==> src/hdl/swqt_pkg.sv <==
package swqt_pkg;

	localparam int MaxProcsDef = 32;
	localparam int KeyWidthDef = 32;

	localparam logic [1:0] KIND_BLOCK   = 2'd0;
	localparam logic [1:0] KIND_RELEASE = 2'd1;
	localparam logic [1:0] KIND_REMOVE  = 2'd2;
	localparam logic [1:0] KIND_PEEK    = 2'd3;

	localparam logic [1:0] ST_OK      = 2'd0;
	localparam logic [1:0] ST_NO_FREE = 2'd1;
	localparam logic [1:0] ST_MISSING = 2'd2;
	localparam logic [1:0] ST_BLOCKED = 2'd3;

	typedef struct packed {
		logic [1:0]  kind;
		logic [31:0] sem_key;
		logic [4:0]  proc_id;
	} in_word_t;

	typedef struct packed {
		logic [1:0] status;
		logic [4:0] result_proc;
		logic       proc_valid;
	} out_word_t;

endpackage

==> src/hdl/swqt_search.sv <==
module swqt_search import swqt_pkg::*; #(
	parameter int MAX_PROCS = MaxProcsDef,
	parameter int KEY_WIDTH = KeyWidthDef,
	localparam int DW = (MAX_PROCS > 1) ? $clog2(MAX_PROCS) : 1
) (
	input  logic                 clk,
	input  logic                 arst_n,
	input  logic                 start,
	input  logic [KEY_WIDTH-1:0] key,
	input  logic                 key_wr,
	input  logic [DW-1:0]        key_wr_addr,
	input  logic [KEY_WIDTH-1:0] key_wr_data,
	input  logic [MAX_PROCS-1:0] in_use,
	output logic                 done,
	output logic                 found,
	output logic [DW-1:0]        found_idx
);

	// Key store: one write port, one registered read port, walked one entry a cycle.
	logic [KEY_WIDTH-1:0] key_mem [MAX_PROCS];
	logic [KEY_WIDTH-1:0] rd_key_q;
	logic [DW:0]          rd_cnt_q;
	logic [DW-1:0]        cmp_idx_q;
	logic                 cmp_vld_q;
	logic                 busy_q;

	always_ff @(posedge clk) begin
		if (key_wr) begin
			key_mem[key_wr_addr] <= key_wr_data;
		end
		rd_key_q <= key_mem[rd_cnt_q[DW-1:0]];
	end

	always_ff @(posedge clk or negedge arst_n) begin
		if (!arst_n) begin
			busy_q    <= 1'b0;
			rd_cnt_q  <= '0;
			cmp_idx_q <= '0;
			cmp_vld_q <= 1'b0;
			done      <= 1'b0;
			found     <= 1'b0;
			found_idx <= '0;
		end else begin
			done      <= 1'b0;
			cmp_vld_q <= 1'b0;
			if (start) begin
				busy_q   <= 1'b1;
				rd_cnt_q <= '0;
				found    <= 1'b0;
			end else if (busy_q) begin
				if (rd_cnt_q < (DW+1)'(MAX_PROCS)) begin
					cmp_vld_q <= 1'b1;
					cmp_idx_q <= rd_cnt_q[DW-1:0];
					rd_cnt_q  <= rd_cnt_q + 1'b1;
				end
				if (cmp_vld_q && !found && in_use[cmp_idx_q] && rd_key_q == key) begin
					found     <= 1'b1;
					found_idx <= cmp_idx_q;
				end
				if (cmp_vld_q && cmp_idx_q == DW'(MAX_PROCS - 1)) begin
					busy_q <= 1'b0;
					done   <= 1'b1;
				end
			end
		end
	end

endmodule

==> src/hdl/swqt_lists.sv <==
module swqt_lists import swqt_pkg::*; #(
	parameter int MAX_PROCS = MaxProcsDef,
	localparam int DW = (MAX_PROCS > 1) ? $clog2(MAX_PROCS) : 1
) (
	input  logic          clk,
	input  logic          wr_en,
	input  logic [DW-1:0] wr_addr,
	input  logic [DW-1:0] wr_data,
	input  logic [DW-1:0] rd_addr,
	output logic [DW-1:0] rd_data
);

	// One link array (next, prev, head, tail or owner), registered read.
	logic [DW-1:0] mem [MAX_PROCS];

	always_ff @(posedge clk) begin
		if (wr_en) begin
			mem[wr_addr] <= wr_data;
		end
		rd_data <= mem[rd_addr];
	end

endmodule

==> src/hdl/semaphore_wait_queue_table.sv <==
// Channel | Dir | Handshake     | Word
// in      | in  | in_valid/stall | in_word_t  (kind, sem_key, proc_id)
// out     | out | out_valid/stall| out_word_t (status, result_proc, proc_valid)
//
// One word is worked at a time. Block, release and peek walk the key memory one
// entry per cycle. A remove-named, a word rejected on its key and a double block
// skip the walk. in_stall falls in the same cycle that out_valid rises.
// Reset clears the used and blocked marks (flip-flops); the link memories
// need no clearing. The result register frees the sequencer: a new word is
// taken while an earlier result still waits under out stall.
module semaphore_wait_queue_table import swqt_pkg::*; #(
	parameter int MAX_PROCS = MaxProcsDef,
	parameter int KEY_WIDTH = KeyWidthDef,
	localparam int DW = (MAX_PROCS > 1) ? $clog2(MAX_PROCS) : 1
) (
	input  logic      clk,
	input  logic      arst_n,
	input  logic      in_valid,
	output logic      in_stall,
	input  in_word_t  in_word,
	output logic      out_valid,
	input  logic      out_stall,
	output out_word_t out_word
);

	typedef enum logic [3:0] {
		S_IDLE, S_SEARCH, S_DISPATCH, S_RD1, S_RD1W, S_RD2, S_RD2W, S_UPD, S_RESULT
	} state_t;

	state_t               state_q;
	logic [1:0]           kind_q;
	logic [KEY_WIDTH-1:0] key_q;
	logic [MAX_PROCS-1:0] in_use_q;
	logic [MAX_PROCS-1:0] blocked_q;
	logic [DW-1:0]        d_q;
	logic [DW-1:0]        p_q;
	logic [DW-1:0]        h_q;
	logic [DW-1:0]        t_q;
	logic [DW-1:0]        nx_q;
	logic [DW-1:0]        pv_q;
	logic [1:0]           status_q;
	logic [4:0]           rproc_q;
	logic                 pvalid_q;
	logic                 res_pend_q;

	// Key checks on the incoming word.
	logic [KEY_WIDTH-1:0] in_key;
	logic                 key_ok;
	logic                 pid_ok;
	assign in_key = KEY_WIDTH'(in_word.sem_key);
	assign key_ok = (in_key != '0) && (in_key != '1);
	assign pid_ok = 32'(in_word.proc_id) < MAX_PROCS;

	// Lowest free descriptor.
	logic          free_any;
	logic [DW-1:0] free_idx;
	always_comb begin
		free_any = 1'b0;
		free_idx = '0;
		for (int i = MAX_PROCS - 1; i >= 0; i--) begin
			if (!in_use_q[i]) begin
				free_any = 1'b1;
				free_idx = DW'(i);
			end
		end
	end

	logic          srch_start;
	logic          srch_done;
	logic          srch_found;
	logic [DW-1:0] srch_idx;
	logic          key_wr;

	swqt_search #(.MAX_PROCS(MAX_PROCS), .KEY_WIDTH(KEY_WIDTH)) u_search (
		.clk, .arst_n,
		.start(srch_start), .key(key_q),
		.key_wr, .key_wr_addr(free_idx), .key_wr_data(key_q),
		.in_use(in_use_q),
		.done(srch_done), .found(srch_found), .found_idx(srch_idx)
	);

	// Five link memories: head, tail per descriptor; next, prev, owner per process.
	logic          hd_we, tl_we, nx_we, pv_we, ow_we;
	logic [DW-1:0] hd_wa, tl_wa, nx_wa, pv_wa, ow_wa;
	logic [DW-1:0] hd_wd, tl_wd, nx_wd, pv_wd, ow_wd;
	logic [DW-1:0] hd_ra, nx_ra, ow_ra;
	logic [DW-1:0] hd_rd, tl_rd, nx_rd, pv_rd, ow_rd;

	swqt_lists #(.MAX_PROCS(MAX_PROCS)) u_head (.clk, .wr_en(hd_we), .wr_addr(hd_wa),
		.wr_data(hd_wd), .rd_addr(hd_ra), .rd_data(hd_rd));
	swqt_lists #(.MAX_PROCS(MAX_PROCS)) u_tail (.clk, .wr_en(tl_we), .wr_addr(tl_wa),
		.wr_data(tl_wd), .rd_addr(hd_ra), .rd_data(tl_rd));
	swqt_lists #(.MAX_PROCS(MAX_PROCS)) u_next (.clk, .wr_en(nx_we), .wr_addr(nx_wa),
		.wr_data(nx_wd), .rd_addr(nx_ra), .rd_data(nx_rd));
	swqt_lists #(.MAX_PROCS(MAX_PROCS)) u_prev (.clk, .wr_en(pv_we), .wr_addr(pv_wa),
		.wr_data(pv_wd), .rd_addr(nx_ra), .rd_data(pv_rd));
	swqt_lists #(.MAX_PROCS(MAX_PROCS)) u_own (.clk, .wr_en(ow_we), .wr_addr(ow_wa),
		.wr_data(ow_wd), .rd_addr(ow_ra), .rd_data(ow_rd));

	// Read addresses follow the step: head/tail by descriptor, links by process.
	assign hd_ra = d_q;
	assign nx_ra = p_q;
	assign ow_ra = p_q;

	assign in_stall = (state_q != S_IDLE) || res_pend_q;
	assign srch_start = (state_q == S_IDLE) && in_valid && !in_stall && key_ok
		&& in_word.kind != KIND_REMOVE
		&& !(in_word.kind == KIND_BLOCK && (!pid_ok || blocked_q[in_word.proc_id[DW-1:0]]));

	// Unlink decisions, used in S_UPD (h_q/t_q/nx_q/pv_q valid).
	logic is_head, is_tail;
	assign is_head = (h_q == p_q);
	assign is_tail = (t_q == p_q);
	logic new_desc;
	assign new_desc = (kind_q == KIND_BLOCK) && !srch_found;
	assign key_wr = (state_q == S_DISPATCH) && new_desc && free_any;

	always_comb begin
		hd_we = 1'b0; tl_we = 1'b0; nx_we = 1'b0; pv_we = 1'b0; ow_we = 1'b0;
		hd_wa = d_q;  tl_wa = d_q;  nx_wa = p_q;  pv_wa = p_q;  ow_wa = p_q;
		hd_wd = p_q;  tl_wd = p_q;  nx_wd = p_q;  pv_wd = t_q;  ow_wd = d_q;
		if (state_q == S_DISPATCH && key_wr) begin
			hd_we = 1'b1; tl_we = 1'b1; ow_we = 1'b1;
			hd_wa = free_idx; tl_wa = free_idx; ow_wd = free_idx;
		end
		if (state_q == S_UPD) begin
			if (kind_q == KIND_BLOCK) begin
				// Append p after tail t.
				nx_we = 1'b1; nx_wa = t_q; nx_wd = p_q;
				pv_we = 1'b1; pv_wa = p_q; pv_wd = t_q;
				tl_we = 1'b1;
				ow_we = 1'b1;
			end else if (!(is_head && is_tail)) begin
				if (is_head) begin
					hd_we = 1'b1; hd_wd = nx_q;
				end else if (is_tail) begin
					tl_we = 1'b1; tl_wd = pv_q;
				end else begin
					nx_we = 1'b1; nx_wa = pv_q; nx_wd = nx_q;
					pv_we = 1'b1; pv_wa = nx_q; pv_wd = pv_q;
				end
			end
		end
	end

	always_ff @(posedge clk or negedge arst_n) begin
		if (!arst_n) begin
			state_q    <= S_IDLE;
			kind_q     <= KIND_BLOCK;
			key_q      <= '0;
			in_use_q   <= '0;
			blocked_q  <= '0;
			d_q        <= '0;
			p_q        <= '0;
			h_q        <= '0;
			t_q        <= '0;
			nx_q       <= '0;
			pv_q       <= '0;
			res_pend_q <= 1'b0;
			out_valid  <= 1'b0;
			out_word   <= '0;
			status_q   <= ST_MISSING;
			rproc_q    <= '0;
			pvalid_q   <= 1'b0;
		end else begin
			if (res_pend_q && (!out_valid || !out_stall)) begin
				out_valid  <= 1'b1;
				res_pend_q <= 1'b0;
				out_word   <= '{status: status_q, result_proc: rproc_q, proc_valid: pvalid_q};
			end else if (out_valid && !out_stall) begin
				out_valid <= 1'b0;
			end
			unique case (state_q)
				S_IDLE: begin
					if (in_valid && !in_stall) begin
						kind_q   <= in_word.kind;
						key_q    <= in_key;
						p_q      <= in_word.proc_id[DW-1:0];
						rproc_q  <= '0;
						pvalid_q <= 1'b0;
						if (srch_start) begin
							status_q <= ST_MISSING;
							state_q  <= S_SEARCH;
						end else if (in_word.kind == KIND_BLOCK && pid_ok && key_ok) begin
							status_q <= ST_BLOCKED;
							state_q  <= S_RESULT;
						end else if (in_word.kind == KIND_REMOVE && pid_ok
								&& blocked_q[in_word.proc_id[DW-1:0]]) begin
							status_q <= ST_MISSING;
							state_q  <= S_RD1;
						end else begin
							status_q <= ST_MISSING;
							state_q  <= S_RESULT;
						end
					end
				end
				S_SEARCH: begin
					if (srch_done) begin
						state_q <= S_DISPATCH;
					end
				end
				S_DISPATCH: begin
					d_q <= srch_idx;
					if (new_desc) begin
						if (free_any) begin
							in_use_q[free_idx] <= 1'b1;
							blocked_q[p_q]     <= 1'b1;
							status_q           <= ST_OK;
						end else begin
							status_q <= ST_NO_FREE;
						end
						state_q <= S_RESULT;
					end else if (!srch_found) begin
						state_q <= S_RESULT;
					end else begin
						state_q <= S_RD2;
					end
				end
				S_RD1: begin
					// Remove named: read owner of p.
					state_q <= S_RD1W;
				end
				S_RD1W: begin
					d_q     <= ow_rd;
					state_q <= S_RD2;
				end
				S_RD2: begin
					state_q <= S_RD2W;
				end
				S_RD2W: begin
					h_q <= hd_rd;
					t_q <= tl_rd;
					if (kind_q == KIND_RELEASE || kind_q == KIND_PEEK) begin
						p_q      <= hd_rd;
						status_q <= ST_OK;
						rproc_q  <= 5'(hd_rd);
						pvalid_q <= 1'b1;
						state_q  <= (kind_q == KIND_PEEK) ? S_RESULT : S_RD1;
						kind_q   <= (kind_q == KIND_PEEK) ? KIND_PEEK : KIND_REMOVE;
					end else begin
						if (kind_q == KIND_REMOVE) begin
							// The process being unlinked is the one returned.
							status_q <= ST_OK;
							rproc_q  <= 5'(p_q);
							pvalid_q <= 1'b1;
						end
						state_q <= S_UPD;
					end
				end
				S_UPD: begin
					if (kind_q == KIND_BLOCK) begin
						blocked_q[p_q] <= 1'b1;
						status_q       <= ST_OK;
					end else begin
						blocked_q[p_q] <= 1'b0;
						if (is_head && is_tail) begin
							in_use_q[d_q] <= 1'b0;
						end
					end
					state_q <= S_RESULT;
				end
				S_RESULT: begin
					res_pend_q <= 1'b1;
					state_q    <= S_IDLE;
				end
				default: state_q <= S_IDLE;
			endcase
			// Link reads for the unlink step are registered and captured in S_RD2W.
			if (state_q == S_RD2W) begin
				nx_q <= nx_rd;
				pv_q <= pv_rd;
			end
		end
	end

	// A release re-enters S_RD1 with p set to the head; the owner is re-read and
	// equals d, and the links of p are captured again in S_RD2W.

	a_ready_idle: assert property (@(posedge clk) disable iff (!arst_n)
		!in_stall |-> state_q == S_IDLE)
		else $error("accepting while busy");
	a_res_once: assert property (@(posedge clk) disable iff (!arst_n)
		state_q == S_RESULT |=> res_pend_q)
		else $error("result lost");
	a_pvalid_zero: assert property (@(posedge clk) disable iff (!arst_n)
		out_valid && !out_word.proc_valid |-> out_word.result_proc == '0)
		else $error("stray process id");

endmodule
==> config.mk <==
export PLATFORM = sky130hd
export DESIGN_NAME = semaphore_wait_queue_table
export DESIGN_NICKNAME = d
export VERILOG_FILES = /design/src/hdl/swqt_pkg.sv /design/src/hdl/swqt_search.sv /design/src/hdl/swqt_lists.sv /design/src/hdl/semaphore_wait_queue_table.sv
export SDC_FILE = /design/constraint.sdc
export NUM_CORES = 2
export LEC_CHECK = 0
export BUFFER_PORTS_ARGS = -buffer_cell sky130_fd_sc_hd__buf_2
export CAP_MARGIN = 20
export CORE_UTILIZATION = 25
export CTS_CLUSTER_SIZE = 20
export DETAILED_ROUTE_END_ITERATION = 6
export PLACE_DENSITY = 0.41
export SLEW_MARGIN = 20
export SYNTH_ARGS = -nofsm -noshare
export SYNTH_HDL_FRONTEND = slang
export SYNTH_SLANG_ARGS = --single-unit
==> constraint.sdc <==
create_clock -name clk -period 11.3 [get_ports clk]
set_clock_uncertainty 0.1 [all_clocks]
set_input_delay 2.26 -clock clk [delete_from_list [all_inputs] [get_ports clk]]
set_output_delay 2.26 -clock clk [all_outputs]
set_load 0.03 [all_outputs]
==> metrics.txt <==
result of the run complete, no violations; placed cells 8,713; maximum level of the CTS H-tree 4; total of warnings raised by yosys 0; starting density of the core 0.252; post-CTS setup-driven buffer insertion count 0; WL/cell 25.1 µm; ordered list of cells on the worst path or4_1 > nor2_1 > inv_1 > buf_2; final clock period utilization by the worst path 0.447; total wire length 229,000 µm; post-synthesis cell type count 89; Static Leak 29.6 nW; synthesized netlist net count 4,515; final weighted congestion in routability-driven placement 0.787; first-pass GRT wire length 327,000 µm; clock sink count 2,051; Post-Route Setup TNS 0 ns; Worst-Margin Slew 1.08 ns; area of the die 325,000 µm²; RSZ-0062 raised after global routing no; Worst Setup Slack, final 6.25 ns; Finish-stage setup viols 0; Internal Pwr Total 15.7 mW; layout cell share with drive strength beyond 1 0.223; DP Area 86,800 µm²; detailed router's first-iteration violation count 3,279; number of flops mapped to enable cells by yosys 1,824; share of flip-flops with an asynchronous set or reset after synthesis 0.0829; via density per instance 4.61; final design area excluding fillers 93,800 µm²; share of total power in the clock network 0.303; antenna viol nets, final 0; mean instance size in the synthesized netlist 18.1 µm²; row count 208; Largest delay share family, worst path simple AND/OR/NAND/NOR gates; area of the placeable core 321,000 µm²; Inserted Clock Buffers 218; Post-Synthesis Cell Area 80,800 µm²; power density over the cells 246 nW/µm²; portion of the post-synthesis area used by sequential elements 0.745; flop and latch count out of synthesis 2,051; signal arrival time at the worst endpoint 2.69 ns; switching component of the power 7.44 mW; number of pins exceeding their max-slew limit in the final report 0; Nets 4,674; worst min path class flip-flop to flip-flop; largest buffer count on any clock path 4; drt drc 0; Final min period 5.05 ns; die extent in y 570 µm; most frequently used flop master after synthesis sky130_fd_sc_hd__edfxtp_1; Worst Setup End Kind output port; Finished Layout Cells 9,113; area growth from synthesis to layout 16.1%; worst hold slack 0.313 ns; Sw Ratio 0.322; Max transition margin 0.276; GRT Total Usage 0.138; type of the worst setup path flip-flop to output port; kind of start point of the critical path flip-flop; GRT Residual Overflow 0; instance count of the mapped netlist 4,471; post-placement worst setup slack 5.65 ns; via count of the first global-routing pass 43,400; horizontal die dimension 570 µm; Max rail drop VDD 0.176 mV; Flop pwr share 0.436; initial antenna violation count 12; max-cap violation count 0; library cell used as clock root buffer sky130_fd_sc_hd__clkbuf_16; leading cell type in the layout, fill and taps excluded sky130_fd_sc_hd__edfxtp_1; half-perimeter wire length after placement 127,000 µm; worst skew pair latency 0.88 ns; number of gates resized after CTS 0; CTS tree yes; largest net degree at the start of global routing 104; maximum net fanout on the critical path 16; quantity of hold-fixing buffers added after cts 0; total buffers and inverters traversed by the critical path 2; io pins 53; Total Power 23.1 mW; Fmax 198 MHz; Comb power frac 0.262; CTS clk-pin slew, worst paths 0.07 ns; slowest CP cell sky130_fd_sc_hd__or4_1; number of detailed-route iterations in the first pass 5; highest-count cells in the layout ignoring fill and taps 1,824 x sky130_fd_sc_hd__edfxtp_1, 336 x sky130_fd_sc_hd__mux4_2, 282 x sky130_fd_sc_hd__nand2_1; Core Util, Final 0.292; vias 42,000; Port Buffers 52; Hold Vio Cnt, Final 0; required arrival time at the worst endpoint 8.94 ns; delay contributed by the slowest stage of the critical path 0.67 ns
## synthesized netlist by cell type (8+ instances only)
cell / instances / area share
sky130_fd_sc_hd__buf_2: 22 / 0.0014
sky130_fd_sc_hd__xor2_1: 12 / 0.0013
sky130_fd_sc_hd__mux2_2: 119 / 0.017
sky130_fd_sc_hd__nor4_1: 39 / 0.0030
sky130_fd_sc_hd__a31oi_1: 15 / 0.0012
sky130_fd_sc_hd__nor3_1: 67 / 0.0042
sky130_fd_sc_hd__mux4_2: 336 / 0.094
sky130_fd_sc_hd__dfxtp_1: 57 / 0.014
sky130_fd_sc_hd__o22ai_1: 40 / 0.0031
sky130_fd_sc_hd__nand2_1: 284 / 0.013
sky130_fd_sc_hd__nor2_1: 153 / 0.0071
sky130_fd_sc_hd__clkbuf_1: 147 / 0.0068
sky130_fd_sc_hd__dfrtp_1: 169 / 0.052
sky130_fd_sc_hd__buf_1: 71 / 0.0033
sky130_fd_sc_hd__nor2b_1: 12 / 0.00093
sky130_fd_sc_hd__a22oi_1: 109 / 0.010
sky130_fd_sc_hd__inv_1: 18 / 0.00084
sky130_fd_sc_hd__and2_1: 25 / 0.0019
sky130_fd_sc_hd__o31ai_1: 9 / 0.00084
sky130_fd_sc_hd__o221ai_1: 96 / 0.010
sky130_fd_sc_hd__a21oi_1: 121 / 0.0075
sky130_fd_sc_hd__nand4_1: 57 / 0.0044
sky130_fd_sc_hd__edfxtp_1: 1824 / 0.68
sky130_fd_sc_hd__mux2i_1: 222 / 0.028
sky130_fd_sc_hd__o21ai_0: 215 / 0.013
sky130_fd_sc_hd__nor3_2: 13 / 0.0016
sky130_fd_sc_hd__or2_2: 11 / 0.00085
sky130_fd_sc_hd__o21ai_1: 11 / 0.00068
sky130_fd_sc_hd__and3_1: 8 / 0.00062
sky130_fd_sc_hd__nand2b_1: 15 / 0.0012
sky130_fd_sc_hd__xnor2_1: 35 / 0.0038
sky130_fd_sc_hd__nand3_1: 37 / 0.0023
## power by group through the flow
stage | Sequential (mW) | Combinational, mW | Clock (mW)
2_1_floorplan | 10.0 | 3.96 | 0
3_3_place_gp | 10.2 | 6.17 | 0
3_5_place_dp | 10.2 | 6.21 | 0
4_1_cts | 10.1 | 6.22 | 7.21
5_1_grt | 10.1 | 6.57 | 7.47
6_report | 10.1 | 6.05 | 6.99
## path summary, 6_finish.rpt
kind                            cells past startpoint  slack, ns                 startpoint                               end
worst min register to register                      1       0.31  u_tail.rd_data[1]$_DFF_P_                t_q[1]$_DFFE_PN0P_
worst max register to register                      8       6.50     state_q[0]$_DFFE_PN0P_  u_search.key_mem[2][8]$_DFFE_PP_
max in group asynchronous                           2       8.45                     arst_n              key_q[6]$_DFFE_PN0P_
min in group asynchronous                           1       1.22                     arst_n               pv_q[0]$_DFFE_PN0P_
worst max-delay path                                4       6.25     state_q[0]$_DFFE_PN0P_                          in_stall
worst min-delay path                                1       0.31  u_tail.rd_data[1]$_DFF_P_                t_q[1]$_DFFE_PN0P_
## cell families after synthesis
logic type,share of synthesized area
AOI/OAI and AO/OA,0.0533
xor gates and xnor gates,0.00510
adders and majority gates,0.000155
buffers and inverters,0.0135
DFF,0.745
muxes,0.138
and+or+nand+nor,0.0451
## per-layer routing
layer  up-vias  share of wire  GRT usage  wire length, µm
met1     22500           0.46      0.192           105000
met4         0          0.019     0.0310             4400
met5         -              0          0                0
met3       296          0.036     0.0182             8260
met2       818           0.48      0.229           111000
li1      18400              -          -                -
## flip-flops by register name, indices dropped and copies added (netlist names), 6 cells and up, named ones only
signal             flops
u_tail.mem           160
u_head.mem           160
u_prev.mem           160
u_search.rd_key_q     32
u_search.key_mem    1024
u_search.rd_cnt_q      6
u_own.mem            160
in_use_q              32
u_next.mem           160
out_word               8
key_q                 32
## layout make-up
| class | count | area [µm²] |
|---|---|---|
| inverter | 23 | 87.6 |
| multi-input combinational | 2150 | 19900 |
| sequential | 2051 | 60200 |
| tap | 4305 | 5390 |
| fill | 31800 | 227000 |
| antenna | 2 | 5.00 |
| clock inverter | 99 | 900 |
| clock buffer | 297 | 5960 |
| timing repair buffer | 186 | 1330 |
Power figures use the tool's default switching activity.
